**src/org_pkg.sv**
```systemverilog
`timescale 1ns / 1ps

package org_pkg;

  // Configuration register indexes
  localparam int CFG_IDX_W = 8;
  localparam logic [CFG_IDX_W-1:0] REG_SESSION = 8'd0;
  localparam logic [CFG_IDX_W-1:0] REG_LIMIT   = 8'd1;

  typedef enum logic [2:0] {
    ACT_PREPARE  = 3'd0,
    ACT_FAIL     = 3'd1,
    ACT_DISPATCH = 3'd2,
    ACT_UNCERTAIN = 3'd3,
    ACT_CANCEL   = 3'd4,
    ACT_REPORT   = 3'd5
  } action_t;

  typedef enum logic [2:0] {
    K_ACK    = 3'd0,
    K_TRADE  = 3'd1,
    K_CANACK = 3'd2,
    K_CANREJ = 3'd3,
    K_REJNEW = 3'd4
  } kind_t;

  typedef enum logic [3:0] {
    ST_OK         = 4'd0,
    ST_DUP        = 4'd1,
    ST_STALE      = 4'd2,
    ST_FOREIGN    = 4'd3,
    ST_BADSTATE   = 4'd4,
    ST_INVALID    = 4'd5,
    ST_RISK       = 4'd6,
    ST_ORDERFULL  = 4'd7,
    ST_REPORTFULL = 4'd8,
    ST_CONFLICT   = 4'd9,
    ST_HALTED     = 4'd10
  } status_t;

  typedef enum logic [3:0] {
    PH_PREPARED  = 4'd0,
    PH_PENDNEW   = 4'd1,
    PH_LIVE      = 4'd2,
    PH_PENDCAN   = 4'd3,
    PH_UNKNOWN   = 4'd4,
    PH_FILLED    = 4'd5,
    PH_CANCELED  = 4'd6,
    PH_REJECTED  = 4'd7,
    PH_LOCALFAIL = 4'd8
  } phase_t;

  typedef enum logic [3:0] {
    S_IDLE,
    S_OSCAN,
    S_DECIDE,
    S_PMUL,
    S_HSCAN,
    S_RCHK1,
    S_RMUL1,
    S_RMUL2,
    S_RCHK3,
    S_FIN
  } state_t;

  // One order table entry
  typedef struct packed {
    logic [63:0] key;
    logic [63:0] quantity;
    logic [63:0] price;
    logic [63:0] filled;
    logic [63:0] cost;
    logic [63:0] reserved;
    logic [63:0] last_num;
    logic        cancel_flag;
    phase_t      phase;
  } slot_t;

  // One report history entry
  typedef struct packed {
    logic [63:0] order;
    logic [63:0] number;
    logic [2:0]  kind;
    logic [63:0] quantity;
    logic [63:0] cost;
    logic [63:0] session;
  } hist_t;

  // Multiplier handshake
  typedef struct packed {
    logic        start;
    logic [63:0] a;
    logic [63:0] b;
  } mul_req_t;

  function automatic logic is_terminal(phase_t p);
    return (p == PH_FILLED) || (p == PH_CANCELED) || (p == PH_REJECTED) ||
           (p == PH_LOCALFAIL);
  endfunction

  // Phase after a halt: working orders become unknown
  function automatic phase_t halt_phase(phase_t p);
    if (!is_terminal(p) && (p != PH_PREPARED)) return PH_UNKNOWN;
    return p;
  endfunction

  function automatic logic [63:0] sat_sub(logic [63:0] a, logic [63:0] b);
    return (a >= b) ? (a - b) : 64'd0;
  endfunction

endpackage

```
**src/org_mul.sv**
```systemverilog
`timescale 1ns / 1ps

// 64x64 -> 128 multiply from four 32x32 partial products, one per cycle.
// Result is valid in prod while done is high.
module org_mul (
  input  logic              clk,
  input  logic              rst,
  input  org_pkg::mul_req_t req,
  output logic              done,
  output logic [127:0]      prod
);

  logic [63:0]  a_r;
  logic [63:0]  b_r;
  logic         busy;
  logic [2:0]   step;
  logic         pp_vld;
  logic [63:0]  pp;
  logic [1:0]   pp_sh;
  logic [31:0]  a_half;
  logic [31:0]  b_half;

  assign a_half = step[1] ? a_r[63:32] : a_r[31:0];
  assign b_half = step[0] ? b_r[63:32] : b_r[31:0];

  // Step through the partial products
  always_ff @(posedge clk) begin
    if (rst) begin
      busy   <= 1'b0;
      pp_vld <= 1'b0;
      done   <= 1'b0;
      step   <= 3'd0;
    end else begin
      done <= 1'b0;
      if (req.start) begin
        busy   <= 1'b1;
        step   <= 3'd0;
        pp_vld <= 1'b0;
        a_r    <= req.a;
        b_r    <= req.b;
        prod   <= 128'd0;
      end else if (busy) begin
        if (step < 3'd4) begin
          pp     <= {32'd0, a_half} * {32'd0, b_half};
          pp_sh  <= {1'b0, step[1]} + {1'b0, step[0]};
          step   <= step + 3'd1;
          pp_vld <= 1'b1;
        end else begin
          pp_vld <= 1'b0;
        end
        if (pp_vld) begin
          prod <= prod + ({64'd0, pp} << {pp_sh, 5'd0});
        end
        if (pp_vld && (step == 3'd4)) begin
          busy <= 1'b0;
          done <= 1'b1;
        end
      end
    end
  end

endmodule

```
**config.mk**
```make
export PLATFORM = sky130hd
export DESIGN_NAME = org_mul
export DESIGN_NICKNAME = d
export VERILOG_FILES = /design/src/org_pkg.sv /design/src/org_mul.sv
export SDC_FILE = /design/constraint.sdc
export NUM_CORES = 2
export LEC_CHECK = 0
export BUFFER_PORTS_ARGS = -buffer_cell sky130_fd_sc_hd__buf_2
export CORE_MARGIN = 2
export CORE_UTILIZATION = 25
export CTS_BUF_LIST = sky130_fd_sc_hd__clkbuf_8
export CTS_CLUSTER_DIAMETER = 60
export DETAILED_ROUTE_END_ITERATION = 10
export PLACE_DENSITY = 0.4
export SLEW_MARGIN = 5
export SYNTH_ARGS = -nofsm -noshare
export SYNTH_HDL_FRONTEND = slang
export SYNTH_SLANG_ARGS = --single-unit
```
**constraint.sdc**
```tcl
create_clock -name clk -period 10.8 [get_ports clk]
set_input_delay 0.54 -clock clk [delete_from_list [all_inputs] [get_ports clk]]
set_output_delay 0.54 -clock clk [all_outputs]
set_load 0.005 [all_outputs]
```
[Word-level counts from Yosys, hierarchy flattened]
Index checks and enable logic that the tools add are counted.
Storage, ports and cells
  register bits: 328
  latch bits: 0
  bits in writable memories: 0
  memory bits (read-only): 0
  input bits: 131
  memories kept: 0
Operators by class
  $add $sub $neg: 3
  multipliers: 1
  divide/modulo/power cells: 0
  magnitude comparators: 1
  eq/ne operators: 1
  shift-type cells: 1
  muxes and demuxes: 9
  bitwise logic cells: 3
  reductions and logical operators: 9
Operator list (count)
  128-bit two-way mux: 2
  128-bit adder: 1
  64-bit by 7-bit << shifter with 128-bit output: 1
  32-bit by 32-bit multiplier with 64-bit output: 1
  32-bit two-way mux: 2
  1-bit two-way mux: 5
  2-bit AND reduction: 2
  4-bit AND reduction: 1
  2-bit nonzero test: 2
  3-bit by 1-bit adder with 3-bit output (second input constant): 1
  3-bit == test (second input constant): 1
  3-bit < comparator (second input constant): 1
  1-bit inverter: 3
  3-bit AND reduction: 1
  3-bit OR reduction: 1
  1-bit by 1-bit adder with 2-bit output: 1
  2-bit OR reduction: 1
  1-bit logical AND: 1

[Longest topological paths before layout]
  depth after elaboration: 5
  mapped depth: 34

[Worst setup path after synthesis]
OpenSTA, ideal clock, no wires.
  path type: register -> register
  start: register step[0]
  end: register pp[61], data pin
  library setup time: 0.259 ns
  arrival time: 8.601 ns
  required time: 10.541 ns
  setup slack: 1.940 ns
  stages on the path, launching flop included: 32
  path buffers: 4
  cells stage by stage: dfxtp_1 > clkbuf_1 > clkbuf_1 > buf_1 > buf_1 > mux2_2 > nand2_1 > fa_1 > fa_1 > fa_1 > fa_1 > inv_1 > fa_1 > inv_1 > fa_1 > inv_1 > fa_1 > inv_1 > fa_1 > inv_1 > ha_1 > a211oi_1 > o21bai_1 > a221oi_1 > o221ai_2 > a41oi_1 > o31ai_1 > o211a_1 > o31a_1 > o21ai_0 > nand2b_1 > xor2_1
Between the ends
  longest elaborated chain between the ends: 2
RTL lines
  start, declared: RTL line org_mul.sv:16  | logic [2:0] step;
  start signal, assigned: RTL line org_mul.sv:46  | step <= step + 3'd1;
  32-bit two-way mux: RTL line org_mul.sv:24  | assign b_half = step[0] ? b_r[63:32] : b_r[31:0];
  32-bit by 32-bit multiplier with 64-bit output: RTL line org_mul.sv:44  | pp <= {32'd0, a_half} * {32'd0, b_half};
  end signal, assigned: RTL line org_mul.sv:44
  end, declared: RTL line org_mul.sv:18  | logic [63:0] pp;
No other way between the ends.
A chain may end at the register's enable or synchronous reset.

[Worst setup path in the final report]
  start: register step[0]
  end: register pp[60], data pin
The elaborated chain is that of the path after synthesis.

==> results.ini <==
[status]
status=complete, but fails checks
violations=max-capacitance violations

[setup_path]
startpoint=step[0]
r2r-start=step[0]
required_ps=11380
cp_max_fo=26
cp-end-kind=flop
worstSetupStartpointType=flop
path_class=reg -> reg
cp_data_arrival_time_ps=10570

[floorplan]
die_w_um=465.9
boundaryPins=260
start_util_pct=25.15
die_area_um2=217100
rows=169
die_h_um=465.9
core_um2=212100

[route]
drtIter0Drc=3938
drc=0
vias=43410
avgViaCountPerCell=4.838
wire_per_inst_um=25.22
drt.antenna.violating_nets=0
detail_route.first_pass.iterations=5
wl_um=226300

[finish]
layout-drive-gt1-share_pct=10.58
final_cells=8972
fin_nets=7509
syn_to_final_growth_pct=14.56
nFillCells=22640
finalInstanceArea_um2=61120

[global_route]
grt_max_degree=153
grt_antenna_before_repair=15
gr-total-overflow=0
grt_pass1_wl_um=323900
first_global_vias=45290
grt_usage_pct=20.69

[sta]
tns_ps=0
slew_headroom_pct=0.9243
final_max_slew_viol_count=0
min_period_ps=9996
finalClockSkew_ps=54.26
tightest_slew_ps=1457
fmax_ghz=0.1000
hold_viol_final=0
rsz0062_at_grt=false
fin_crit_sh_pct=92.55
finalSetupViolCount=0

[synth]
ys_types=93
ys_ff_latch=328
ys.warnings.count=0
synth_top_cell_by_area=fa_1
avgSynthCellArea_um2=9.212
synth_area_leaders=fa_1, edfxtp_1, ha_1, inv_1, nor2_1
syn_inst=5791
async_flop_share_pct=0
synth_fp_nets=7211
synth_enable_flop_cells=322
netlist_area_um2=53350
netlist.area_leader.share_pct=33.66
synth-main-ff-cell=edfxtp_1
yosysSeqAreaShare_pct=18.35

[clock_network]
cts_buffers=71
cts-hold-fix-buffers=129
cts_sinks=328
clk_latency_ps=840
postCtsSetupRepairBufs=0
cts_tree=built
cts.clk_slew.worst_paths_ps=60
cts_buffer_depth=3
post_cts_resized=0
root_buffer=clkbuf_8
htreeDepth=3

[placed_design]
portBuffers=259
dpl_cell_area_um2=58370
hpwlAfterDp_um=185300
gp_congestion=0.9220
placedCellCount=8708

[flow_run]
maxCapViolCount=1

[min_path]
hold_path_startpoint=req[128]
worst_hold_path_type=in -> reg

[layout by cell type (no fill, tap or decap), types with 74 or more instances in the layout]
master / synthesis / layout
a21o_1: 80 / 80
a21oi_1: 262 / 262
buf_2: 15 / 258
buf_4: 1 / 111
dlygate4sd3_1: 0 / 129
edfxtp_1: 322 / 322
fa_1: 897 / 897
ha_1: 392 / 392
inv_1: 949 / 962
mux2_2: 74 / 74
nand2_1: 639 / 639
nand4_1: 81 / 81
nor2_1: 858 / 856
o21ai_0: 130 / 130
xnor2_1: 100 / 100
[cell type report]
class	count	area (um^2)	share of cell area, %
Clock buffer	73	1005	1.644
Sequential cell	328	9797	16.03
Clock inverter	54	417.9	0.6838
Inverter	949	3562	5.828
Multi-Input combinational cell	4239	39330	64.35
Timing Repair Buffer	500	3456	5.654
Tap cell	2821	3530	5.775
Antenna cell	8	20.02	0.03276
[critical path, stage by stage, from the launching register on]
cell and delay [ps]:
dfxtp_4 730, buf_12 300, mux2i_2 1190, nor2_1 180, fa_1 590, inv_1 80
fa_1 530, inv_1 60, fa_1 500, fa_1 570, fa_1 440, fa_1 410
fa_1 590, inv_1 70, fa_1 490, inv_1 60, ha_1 390, nand2_1 110
o21ai_0 320, nor2_1 90, nor3_1 140, nor2_1 60, a31oi_1 480, a21oi_1 270
o31ai_1 520, nand3_1 160, o21ai_0 230, xor2_1 100
[path summary, 6_finish.rpt]
kind / end / slack, ps / depth (start not counted)
setup / recovery: pp[60] / 800 / 27
hold reg to reg: done / 490 / 2
setup reg to reg: pp[60] / 800 / 27
hold / removal: prod[119] / 390 / 3
[cell families (layout without fill, tap and decap cells)]
logic type | count (synthesis) | after routing | synth area share [%]
AND/OR/NAND/NOR | 1846 | 1846 | 14.57
adder cells (fa/ha/maj) | 1289 | 1289 | 42.85
buffers and inverters | 1224 | 1576 | 8.664
AO/OA/AOI/OAI | 770 | 770 | 9.492
flip-flops | 328 | 328 | 18.35
multiplexers | 173 | 173 | 3.431
XOR/XNOR | 161 | 161 | 2.643
other | 0 | 8 | 0
[cell usage after synthesis (33+ instances only)]
| cell | n |
|---|---|
| nor2_1 | 858 |
| o21ai_0 | 130 |
| a22o_1 | 33 |
| clkbuf_1 | 235 |
| nand2_1 | 639 |
| nor2b_1 | 66 |
| o21a_1 | 36 |
| ha_1 | 392 |
| xor2_1 | 61 |
| nor3_1 | 43 |
| a21oi_1 | 262 |
| o21bai_1 | 58 |
| a21o_1 | 80 |
| mux2i_1 | 97 |
| xnor2_1 | 100 |
| inv_1 | 949 |
| fa_1 | 897 |
| mux2_2 | 74 |
| nand3_1 | 38 |
| nand4_1 | 81 |
| edfxtp_1 | 322 |
| and2_1 | 41 |
[per-stage QoR]
| stage | hold slack, ps | setup WS (ps) | util (%) |
|---|---|---|---|
| after global routing | 399.6 | 448.2 | 28.81 |
| final | 392.9 | 804.2 | 28.82 |
| after floorplan | 451.8 | 1940 | - |
| after CTS | 314.8 | 864.0 | 28.80 |
| after global placement | 491.8 | 861.3 | 27.52 |
| after detailed placement | 480.5 | 778.7 | 27.52 |
[routing by layer]
metal	global-route usage (%)	routed length (um)	vias up
li1	-	-	19150
met1	28.99	102100	22230
met2	32.53	100500	1692
met3	3.155	15650	330
met4	6.749	7999	6
met5	0	38	-
[flip-flops by register name (all words and copies together) (netlist names)]
| signal | count |
|---|---|
| a_r | 64 |
| b_r | 64 |
| busy | 1 |
| done | 1 |
| pp | 64 |
| pp_sh | 2 |
| pp_vld | 1 |
| prod | 128 |
| step | 3 |
Power is left out: the tool's default activity adds up to more than one toggle a clock period on the data nets, which glitch-free logic cannot reach.
